===== src/rtl/assert_macros.svh =====
// Assertion macros shared by the accumulator RTL.
// Depends on nothing; files that check their logic include it by name.
`ifndef ASSERT_MACROS_SVH
`define ASSERT_MACROS_SVH
`ifndef SYNTHESIS
// A property that must hold at every clock edge out of reset.
`define QEFA_ASSERT(lbl, clk, rst_n, prop) \
lbl: assert property (@(posedge clk) disable iff (!rst_n) (prop)) \
	else $error("check failed");
// An implication checked in the same cycle.
`define QEFA_ASSERT_IMP(lbl, clk, rst_n, ante, cons) \
lbl: assert property (@(posedge clk) disable iff (!rst_n) (ante) |-> (cons)) \
	else $error("implication failed");
`else
`define QEFA_ASSERT(lbl, clk, rst_n, prop)
`define QEFA_ASSERT_IMP(lbl, clk, rst_n, ante, cons)
`endif
`endif


===== src/rtl/qefa_pkg.sv =====
// Shared types and constants of the QEF plane accumulator.
// Depends on nothing; every module of the block imports it.
package qefa_pkg;

	localparam int DATA_W    = 32;
	localparam int ERR_W     = 63;
	localparam int CNT_W     = 16;
	localparam int ACC_WIDTH = 64;

	// Saturation limits of the running sums, in a 65-bit signed form.
	localparam logic signed [64:0] ACC_MAX_X = (65'sd1 <<< (ACC_WIDTH - 1)) - 65'sd1;
	localparam logic signed [64:0] ACC_MIN_X = -ACC_MAX_X - 65'sd1;
	localparam logic [ERR_W-1:0]   ERR_MAX   = {ERR_W{1'b1}};

	// Request opcodes.
	localparam logic [1:0] OP_ADD   = 2'd0;
	localparam logic [1:0] OP_EVAL  = 2'd1;
	localparam logic [1:0] OP_CLEAR = 2'd2;
	localparam logic [1:0] OP_NOP   = 2'd3;

	// Request queue between the front and the back.
	localparam int QDEPTH = 2;
	localparam int QPTR_W = $clog2(QDEPTH);

	// One classified request as it waits in the queue.
	typedef struct packed {
		logic [1:0]              op;
		logic [2:0][DATA_W-1:0]  pos;
		logic [2:0][DATA_W-1:0]  mag;
		logic [2:0]              neg;
		logic                    nz;
	} qefa_entry_t;

	// Queue status seen by both sides.
	typedef struct packed {
		logic empty;
		logic full;
	} qefa_qstat_t;

endpackage


===== src/rtl/qefa_front.sv =====
// Front end: request handshake and classification of each request.
// Depends on qefa_pkg; feeds qefa_queue.
module qefa_front import qefa_pkg::*; (
	input  logic                     start,
	output logic                     busy,
	input  logic [1:0]               opcode,
	input  logic signed [DATA_W-1:0] pos_x,
	input  logic signed [DATA_W-1:0] pos_y,
	input  logic signed [DATA_W-1:0] pos_z,
	input  logic signed [DATA_W-1:0] norm_x,
	input  logic signed [DATA_W-1:0] norm_y,
	input  logic signed [DATA_W-1:0] norm_z,
	input  qefa_qstat_t              qstat,
	output logic                     push,
	output qefa_entry_t              entry
);

	logic [2:0][DATA_W-1:0] nrm;

	// A request is taken whenever the queue has room.
	assign busy = qstat.full;
	assign push = start && !qstat.full;

	// Split the normal into sign and magnitude and flag a nonzero normal.
	always_comb begin
		nrm[0] = norm_x;
		nrm[1] = norm_y;
		nrm[2] = norm_z;
		entry.op  = opcode;
		entry.pos[0] = pos_x;
		entry.pos[1] = pos_y;
		entry.pos[2] = pos_z;
		for (int i = 0; i < 3; i++) begin
			entry.neg[i] = nrm[i][DATA_W-1];
			entry.mag[i] = nrm[i][DATA_W-1] ? (~nrm[i] + 1'b1) : nrm[i];
		end
		entry.nz = |(nrm[0] | nrm[1] | nrm[2]);
	end

endmodule


===== config.mk =====
export PLATFORM = sky130hd
export DESIGN_NAME = qefa_front
export DESIGN_NICKNAME = d
export VERILOG_FILES = /design/src/rtl/assert_macros.svh /design/src/rtl/qefa_pkg.sv /design/src/rtl/qefa_front.sv
export SDC_FILE = /design/constraint.sdc
export NUM_CORES = 1
export LEC_CHECK = 0
export BUFFER_PORTS_ARGS = -buffer_cell sky130_fd_sc_hd__buf_2
export CAP_MARGIN = 10
export CORE_AREA = 2 2 156 158
export DETAILED_ROUTE_END_ITERATION = 6
export DIE_AREA = 0 0 158 160
export PLACE_DENSITY = 0.47
export SYNTH_ARGS = -nofsm -noshare
export SYNTH_HDL_FRONTEND = slang
export SYNTH_SLANG_ARGS = --single-unit

===== constraint.sdc =====
create_clock -name vclk -period 2.34
set_input_delay 0.234 -clock vclk [all_inputs]
set_output_delay 0.234 -clock vclk [all_outputs]
set_load 0.005 [all_outputs]

==> reports/qor.yml <==
p_total_mw: 0.690
stdcell_count: 866
antenna_found_initial: 1
cp_top_family: "simple AND/OR/NAND/NOR gates"
tightest_slew_ns: 0.515
dp_hpwl_um: 11800
worstPathCellList: "buf_2, or4_4, or4_4, buf_6, o41ai_4, xnor2_1, buf_2"
initial_core_util_pct: 12.5
hold_viol_final: 0
period_share_pct: 98.1
wl_per_cell_um: 15.5
vias: 3452
die_x_um: 158
grt_pass1_vias: 3439
top_usage_layer: "met2"
grt_pass1_wl_um: 19300
design.die.area_um2: 25300
post-route-util_pct: 16.3
n_clock_buffer: 0
ys_types: 30
cts_setup_buffers: 0
cp_max_fo: 7
grt.met2_usage_pct: 17.4
max_stage_delay_ns: 0.48
wl_um: 13400
yosysWarnings: 0
fin_ws_ns: 0.0453
numSequentialCells: 0
fin_nets: 744
dp.cells: 866
std_cell_rows: 57
dpl_cell_area_um2: 3790
ant_nets: 0
globalRouteTotalUtil_pct: 9.68
die_y_um: 160
io_pins: 397
slowest_stage: "or4_4"
crit_buf_inv: 3
vias_per_cell: 3.99
coreArea_um2: 23800
synth_area_um2: 2990
holdPathEnd: "entry[110]"
seq_area_frac_synth_pct: 0
postLayoutCellArea_um2: 3870
critPathLaunchType: "input pin"
p_leak_nw: 1.55
p_per_area_nw_per_um2: 178
hold_depth: 0
drtPass1Iterations: 4
areaGrowthSynthToFinish_pct: 29.6
final.min_clock_period_ns: 2.29
path_class: "input pin to output pin"
fmax_mhz: 436
end_kind: "output pin"
finalSetupViolations: 0
max-cap-violations: 0
seq_area_um2: 0
peakVddDrop_v: 0.0000553
use_met3_pct: 2.90
min-delay-start: "pos_x[10]"
required_ns: 2.11
drcViolationCount: 0
cts_hold_buf: 0
status: "finished clean"
grt_max_degree: 34
drive_above_1_share_pct: 46.9
grtUsageMet1_pct: 10.7
pre_cts_ws_ns: -0.0195
place_congestion: 0.726
hold_class: "input pin to output pin"
syn-num-nets: 628
syn_area_per_cell_um2: 6.98
synthCells: 428
arrival_ns: 2.06
startpoint: "norm_y[18]"
rsz0062_at_grt: "yes"
io_buffers: 200
drtIter0Drc: 187
diodes: 0
drv_slew: 0
relSlewSlack_pct: 65.3
grt_overflow_total: 0
[cells in the final DEF (no fill, tap or decap), types with 12 or more instances in the layout]
cell type	Yosys	layout
buf_2	2	199
xnor2_1	86	85
nand2_1	37	37
buf_4	105	33
o31ai_1	27	27
o21ai_0	21	21
nor2_1	20	20
o41ai_1	17	17
nand4_1	14	14
nor4_1	13	13
nor3_1	12	12
[synthesized netlist by cell type, types with 6 or more instances]
cell type | count | area (um^2)
buf_4 | 105 | 788
clkbuf_1 | 12 | 45.0
inv_1 | 7 | 26.3
nand2_1 | 37 | 139
nand3_1 | 7 | 35.0
nand4_1 | 14 | 87.6
nor2_1 | 20 | 75.1
nor3_1 | 12 | 60.1
nor4_1 | 13 | 81.3
o21ai_0 | 21 | 105
o31ai_1 | 27 | 203
o41ai_1 | 17 | 149
or3_1 | 7 | 43.8
or4_1 | 6 | 45.0
xnor2_1 | 86 | 753
[routing by layer]
metal | vias up | share of wire, % | routed length (um)
li1 | 1658 | - | -
met3 | 52 | 10 | 1340
met5 | - | 0.089 | 12
met1 | 1561 | 38 | 5090
met4 | 2 | 3.9 | 524
met2 | 179 | 48 | 6470
[power breakdown]
group / total [mW] / internal (mW) / switching (mW) / leakage (nW)
logic: 0.690 / 0.338 / 0.352 / 1.55
clock network: 0 / 0 / 0 / 0
registers: 0 / 0 / 0 / 0
[how the worst max path moves through the flow]
stage	endpoint	slack, ns	cells past startpoint
5_1_grt	entry[64]	-0.02	7
3_5_place_dp	entry[64]	-0.02	7
4_1_cts	entry[65]	0.006	6
2_1_floorplan	entry[65]	0.26	6
3_3_place_gp	entry[65]	-0.01	6
6_report	entry[64]	0.05	7
[metrics by stage]
stage               setup TNS, ns  hold slack, ns
global route              -0.0384           0.468
detailed placement        -0.0516           0.468
finish                          0           0.468
CTS                             0           0.468
global placement          -0.0355           0.468
floorplan                       0           0.498
[layout make-up]
cell class	count	area (um^2)
Tap cell	324	405
Fill cell	2827	19900
Inverter	7	26.3
Multi-Input combinational cell	301	2180
Timing Repair Buffer	234	1270
[cell families after synthesis]
kind of cell | share of synthesized area (%)
buf+inv | 29.5
xor+xnor | 25.5
fa+ha+maj | 1.26
compound gates | 17.8
simple gates | 26.0
[repair_timing]
item                       4_1_cts  5_1_grt
setup endpoints to repair        4        7
pin swaps                        2        2
gates resized for setup          5        6
No activity file was read; power rests on OpenSTA's default activity.
