--- src/rtl/assert_macros.svh ---
// Assertion macros shared by the accumulator RTL.
// Depends on nothing; files that check their logic include it by name.
`ifndef ASSERT_MACROS_SVH
`define ASSERT_MACROS_SVH
`ifndef SYNTHESIS
// A property that must hold at every clock edge out of reset.
`define QEFA_ASSERT(lbl, clk, rst_n, prop) \
lbl: assert property (@(posedge clk) disable iff (!rst_n) (prop)) \
	else $error("check failed");
// An implication checked in the same cycle.
`define QEFA_ASSERT_IMP(lbl, clk, rst_n, ante, cons) \
lbl: assert property (@(posedge clk) disable iff (!rst_n) (ante) |-> (cons)) \
	else $error("implication failed");
`else
`define QEFA_ASSERT(lbl, clk, rst_n, prop)
`define QEFA_ASSERT_IMP(lbl, clk, rst_n, ante, cons)
`endif
`endif

--- src/rtl/qefa_pkg.sv ---
// Shared types and constants of the QEF plane accumulator.
// Depends on nothing; every module of the block imports it.
package qefa_pkg;

	localparam int DATA_W    = 32;
	localparam int ERR_W     = 63;
	localparam int CNT_W     = 16;
	localparam int ACC_WIDTH = 64;

	// Saturation limits of the running sums, in a 65-bit signed form.
	localparam logic signed [64:0] ACC_MAX_X = (65'sd1 <<< (ACC_WIDTH - 1)) - 65'sd1;
	localparam logic signed [64:0] ACC_MIN_X = -ACC_MAX_X - 65'sd1;
	localparam logic [ERR_W-1:0]   ERR_MAX   = {ERR_W{1'b1}};

	// Request opcodes.
	localparam logic [1:0] OP_ADD   = 2'd0;
	localparam logic [1:0] OP_EVAL  = 2'd1;
	localparam logic [1:0] OP_CLEAR = 2'd2;
	localparam logic [1:0] OP_NOP   = 2'd3;

	// Request queue between the front and the back.
	localparam int QDEPTH = 2;
	localparam int QPTR_W = $clog2(QDEPTH);

	// One classified request as it waits in the queue.
	typedef struct packed {
		logic [1:0]              op;
		logic [2:0][DATA_W-1:0]  pos;
		logic [2:0][DATA_W-1:0]  mag;
		logic [2:0]              neg;
		logic                    nz;
	} qefa_entry_t;

	// Queue status seen by both sides.
	typedef struct packed {
		logic empty;
		logic full;
	} qefa_qstat_t;

endpackage

--- src/rtl/qefa_queue.sv ---
// Short request queue that decouples the front from the back.
// Depends on qefa_pkg and assert_macros.svh.
`include "assert_macros.svh"
module qefa_queue import qefa_pkg::*; (
	input  logic        clk,
	input  logic        arst_n,
	input  logic        push,
	input  qefa_entry_t wdata,
	input  logic        pop,
	output qefa_entry_t rdata,
	output qefa_qstat_t qstat
);

	qefa_entry_t       mem_q [QDEPTH];
	logic [QPTR_W-1:0] wr_ptr_q;
	logic [QPTR_W-1:0] rd_ptr_q;
	logic [QPTR_W:0]   fill_q;

	assign rdata       = mem_q[rd_ptr_q];
	assign qstat.empty = (fill_q == '0);
	assign qstat.full  = (fill_q == (QPTR_W+1)'(QDEPTH));

	// Entry storage needs no reset.
	always_ff @(posedge clk) begin
		if (push) begin
			mem_q[wr_ptr_q] <= wdata;
		end
	end

	// Pointers and fill level.
	always_ff @(posedge clk or negedge arst_n) begin
		if (!arst_n) begin
			wr_ptr_q <= '0;
			rd_ptr_q <= '0;
			fill_q   <= '0;
		end else begin
			if (push) begin
				wr_ptr_q <= (wr_ptr_q == QPTR_W'(QDEPTH - 1)) ? '0 : wr_ptr_q + 1'b1;
			end
			if (pop) begin
				rd_ptr_q <= (rd_ptr_q == QPTR_W'(QDEPTH - 1)) ? '0 : rd_ptr_q + 1'b1;
			end
			if (push && !pop) begin
				fill_q <= fill_q + 1'b1;
			end else if (pop && !push) begin
				fill_q <= fill_q - 1'b1;
			end
		end
	end

	`QEFA_ASSERT_IMP(a_push_room, clk, arst_n, push, !qstat.full)
	`QEFA_ASSERT_IMP(a_pop_data, clk, arst_n, pop, !qstat.empty)
	`QEFA_ASSERT(a_fill_bound, clk, arst_n, fill_q <= (QPTR_W+1)'(QDEPTH))

endmodule

--- config.mk ---
export PLATFORM = sky130hd
export DESIGN_NAME = qefa_queue
export DESIGN_NICKNAME = d
export VERILOG_FILES = /design/src/rtl/qefa_pkg.sv /design/src/rtl/qefa_queue.sv
export VERILOG_INCLUDE_DIRS = /design/src /design/src/rtl
export SDC_FILE = /design/constraint.sdc
export NUM_CORES = 1
export LEC_CHECK = 0
export ABC_CLOCK_PERIOD_IN_PS = 12300
export BUFFER_PORTS_ARGS = -buffer_cell sky130_fd_sc_hd__buf_2
export CAP_MARGIN = 20
export CELL_PAD_IN_SITES_DETAIL_PLACEMENT = 1
export CELL_PAD_IN_SITES_GLOBAL_PLACEMENT = 1
export CORE_MARGIN = 5
export CORE_UTILIZATION = 44
export CTS_CLUSTER_SIZE = 40
export DETAILED_ROUTE_END_ITERATION = 7
export PLACE_DENSITY_LB_ADDON = 0.15
export RECOVER_POWER = 25
export SLEW_MARGIN = 0
export SYNTH_ARGS = -nofsm -noshare
export SYNTH_HDL_FRONTEND = slang
export SYNTH_SLANG_ARGS = --single-unit
--- constraint.sdc ---
create_clock -name clk -period 12.3 [get_ports clk]
set_input_delay 0.615 -clock clk [delete_from_list [all_inputs] [get_ports clk]]
set_output_delay 0.615 -clock clk [all_outputs]
set_load 0.02 [all_outputs]
==> impl_table.tex <==
\begin{tabular}{lr}
\hline
Metric & Value \\
\hline
\multicolumn{2}{l}{\textbf{Run status}} \\
\quad Result of the run & finished clean \\
\multicolumn{2}{l}{\textbf{Hold path}} \\
\quad Hold Crit Class & input pin to register \\
\quad Number of cells traversed by the worst hold path & 2 \\
\multicolumn{2}{l}{\textbf{Yosys}} \\
\quad Ys Warns & 0 \\
\quad Synthesized instance count & between 600 and 700 \\
\quad Most instantiated cells after synthesis & edfxtp\_1, mux2\_4, mux2\_2 \\
\quad Top-area cell type share of the netlist area & roughly four fifths \\
\quad Cell with the most instances after synthesis & edfxtp\_1 \\
\quad Top area cells in the synthesized netlist & edfxtp\_1, mux2\_4, mux2\_2 \\
\quad Async set-reset flop share out of synthesis & 1.000\% \\
\quad Netlist cell types & 13 \\
\quad Mapped cell area & roughly 0.015 mm2 \\
\quad Register bit total from synthesis & 400 \\
\quad Sequential area share after synthesis & between 80\% and 90\% \\
\quad Synthesized area per cell & $\sim$24 um2 \\
\quad Library cell occupying the most area in the post-synthesis netlist & edfxtp\_1 \\
\quad Dominant register cell in the synthesized netlist & edfxtp\_1 \\
\quad Number of nets produced by synthesis & 835 \\
\quad Count of flip-flops with a built-in enable after synthesis & around 400 \\
\multicolumn{2}{l}{\textbf{CTS}} \\
\quad Clock buffers created by TritonCTS & 42 \\
\quad Clock latency of the later-clocked register in the worst-skew pair & between 500 and 600 ps \\
\quad Worst-path clk slew & 60 ps \\
\quad Total number of H-tree levels & 2 \\
\quad Count of clock tree sinks & 400 \\
\quad Setup repair bufs after CTS & 0 \\
\quad Clock Tree Root & clkbuf\_16 \\
\quad Max Root-Sink Buffers & 3 \\
\quad TritonCTS clock tree & done \\
\multicolumn{2}{l}{\textbf{Timing}} \\
\quad Final worst path period need & just over 4000 ps \\
\quad Final period utilization & between 30\% and 40\% \\
\quad Worst slew margin & around a third \\
\quad Final count of negative-setup-slack endpoints & 0 \\
\quad Sum of negative setup slack & 0 ps \\
\quad RSZ-0062 raised after global routing & false \\
\quad Max Clock Freq & roughly 250 MHz \\
\quad Max-slew violations & 0 \\
\quad Setup Skew & around 10 ps \\
\quad Worst-margin pin slew & 1028 ps \\
\quad Final-report hold violation count & 0 \\
\multicolumn{2}{l}{\textbf{Worst setup path}} \\
\quad Crit path max-delay cell type & dfrtp\_4 \\
\quad Crit path arrival time & around 3400 ps \\
\quad Register-to-Register Path Depth & 3 \\
\quad Critical path buffers and inverters & 3 \\
\quad Worst setup path category & register to primary output \\
\quad Kind of cell with the highest combined delay on the critical path & buffers and inverters \\
\quad Type of origin of the critical path & register \\
\quad Endpoint kind of the worst setup timing path & primary output \\
\quad Maximum fanout count along the critical path & 54 \\
\quad Delay of the slowest cell on the worst path & just under 800 ps \\
\quad Critical path data required time & between 10000 and 15000 ps \\
\quad Sequence of cells on the critical path & buf\_4 > buf\_4 > mux2\_2 > buf\_2 \\
\quad Number of cells on the critical path & 4 \\
\quad Cell repeated most along the worst path & buf\_4 \\
\multicolumn{2}{l}{\textbf{Floorplanning}} \\
\quad Die Footprint & between 0.03 and 0.04 mm2 \\
\quad Die W & between 150 and 200 um \\
\quad Core area & approximately 0.033 mm2 \\
\quad Effective utilization at floorplan & between 40 and 50\% \\
\quad Standard-cell rows & 67 \\
\quad I/O pin total & 402 \\
\quad Height of the die & slightly below 200 um \\
\multicolumn{2}{l}{\textbf{Place}} \\
\quad Port Buf Inserts & 401 \\
\quad Final Wtd Congestion & between 0.7 and 0.8 \\
\quad Final HPWL DP & 24.35 mm \\
\quad Placed cell areas & between 0.015 and 0.02 mm2 \\
\multicolumn{2}{l}{\textbf{Power}} \\
\quad Switching power & 0.001452 W \\
\quad Switching share of total power & around a third \\
\quad Int Power & roughly 0.0031 W \\
\quad Logic gate share of total power & 32.7\% \\
\quad Peak supply drop & about 0.14 mV \\
\quad Areal power density over the cells & 244.4 mW/mm2 \\
\quad Leakage power summed over all cells & slightly above 7 nW \\
\quad Power after layout & 0.004543 W \\
\quad Part of the power in registers & between 40\% and 50\% \\
\quad Power share of the clock group & between 20\% and 30\% \\
\multicolumn{2}{l}{\textbf{Layout}} \\
\quad Final-stage net count & 1269 \\
\quad Fillcell total & between 3000 and 4000 \\
\quad Utilization after layout & between 50\% and 60\% \\
\quad Area overhead of the layout relative to synthesis & 24.90\% \\
\quad Fraction of final layout cells with drive strength greater than 1 & between 50\% and 60\% \\
\quad Post-layout instance area & approximately 0.019 mm2 \\
\multicolumn{2}{l}{\textbf{Job}} \\
\quad Max-cap violations & 0 \\
\multicolumn{2}{l}{\textbf{Global route}} \\
\quad GRT Total Usage & between 10\% and 20\% \\
\quad Overflow left after global routing & 0 \\
\quad Wire length of the first global-routing pass & just over 50 mm \\
\quad Antenna violations before repair & 7 \\
\quad Via count of the first global-routing pass & roughly 8300 \\
\quad Pin count of the biggest net entering global routing & 60 \\
\multicolumn{2}{l}{\textbf{Routing}} \\
\quad Drc violations & 0 \\
\quad Number of optimization iterations in the first detailed-route pass & 4 \\
\quad Via density & 4.842 \\
\quad Post-DR wirelength/cell & around 22 um \\
\quad Drt total wl & about 34 mm \\
\quad DRC marker count from the first detailed-route iteration & roughly 360 \\
\quad Residual antenna-violating net count after detailed routing & 0 \\
\quad Via count & 7500 \\
\hline
\end{tabular}
-- state kept, by name, indices dropped and copies added, names as in the netlist --
register,count
mem_q,396
wr_ptr_q,1
rd_ptr_q,1
fill_q,2
-- through the flow --
step,hold WS (ps),setup slack (ps),cells
after floorplan,319.4,2364,632
after global placement,431.3,8658,1468
after detailed placement,430.9,8706,1469
after CTS,255.1,8149,1547
after global routing,255.8,8026,1548
final,283.5,8261,1549
-- kinds of logic (layout without fill, tap and decap cells) --
logic type	count (synthesis)	after routing	synth area share [%]
adder cells (fa/ha/maj)	1	1	0.08407
XOR/XNOR	5	5	0.2943
other	0	2	0
AND/OR/NAND/NOR	5	5	0.1766
flip-flops	400	400	80.59
multiplexers	198	198	17.51
buffers and inverters	23	490	1.354
-- worst register-to-register path: stages (launching register included) --
cell     delay (ps)
dfrtp_1         440
and2_4          540
buf_4           610
buf_4           800
-- power groups by stage --
| stage | logic, W | registers (W) | clock network (W) |
|---|---|---|---|
| after global routing | 0.00158 | 0.00193 | 0.00125 |
| final | 0.00149 | 0.00191 | 0.00115 |
| after detailed placement | 0.00151 | 0.00194 | 0 |
| after floorplan | 0.00110 | 0.00195 | 0 |
| after CTS | 0.00152 | 0.00191 | 0.00119 |
| after global placement | 0.00150 | 0.00193 | 0 |
-- routing by layer --
layer	vias to the layer above	routed length (um)	GRT usage, %
met2	301	17140	30.29
met4	10	709	4.271
met1	3737	12720	20.57
met5	-	67	0
li1	3397	-	-
met3	55	3198	6.985
-- area by class of cell --
| cell class | instances | area (um2) | area share, % |
|---|---|---|---|
| clock inverter | 22 | 105.1 | 0.5655 |
| timing repair buffer | 412 | 2054 | 11.05 |
| inverter | 1 | 3.754 | 0.02020 |
| multi-input combinational | 209 | 2698 | 14.51 |
| tap | 448 | 560.5 | 3.016 |
| clock buffer | 55 | 1164 | 6.261 |
| antenna | 2 | 5.005 | 0.02693 |
| sequential | 400 | 12000 | 64.54 |
-- final timing paths --
| path | start | endpoint | slack, ps |
|---|---|---|---|
| hold / removal | pop | rd_ptr_q$_DFFE_PN0P_ | 280 |
| setup / recovery | rd_ptr_q$_DFFE_PN0P_ | rdata[184] | 8260 |
| min in group asynchronous | arst_n | wr_ptr_q$_DFFE_PN0P_ | 450 |
| hold reg to reg | fill_q[1]$_DFFE_PN0P_ | fill_q[1]$_DFFE_PN0P_ | 490 |
| setup reg to reg | wr_ptr_q$_DFFE_PN0P_ | mem_q[1][116]$_DFFE_PP_ | 9470 |
| max in group asynchronous | arst_n | rd_ptr_q$_DFFE_PN0P_ | 11700 |
-- cells in the final DEF (no fill, tap or decap), types with 4 or more instances in the layout --
cell type  netlist  layout
clkinv_1         0       9
mux2_4         100     100
xor2_1           4       4
edfxtp_1       396     396
clkbuf_1         0      50
buf_4            0       9
clkbuf_16        0      45
clkinv_2         0      11
buf_2            8     361
mux2_2          98      98
-- timing repair --
item                      4_1_cts  5_1_grt
gates resized for setup         0        0
hold buffers                    1        0
hold endpoints to repair        4        0
Power figures use the tool's default switching activity.
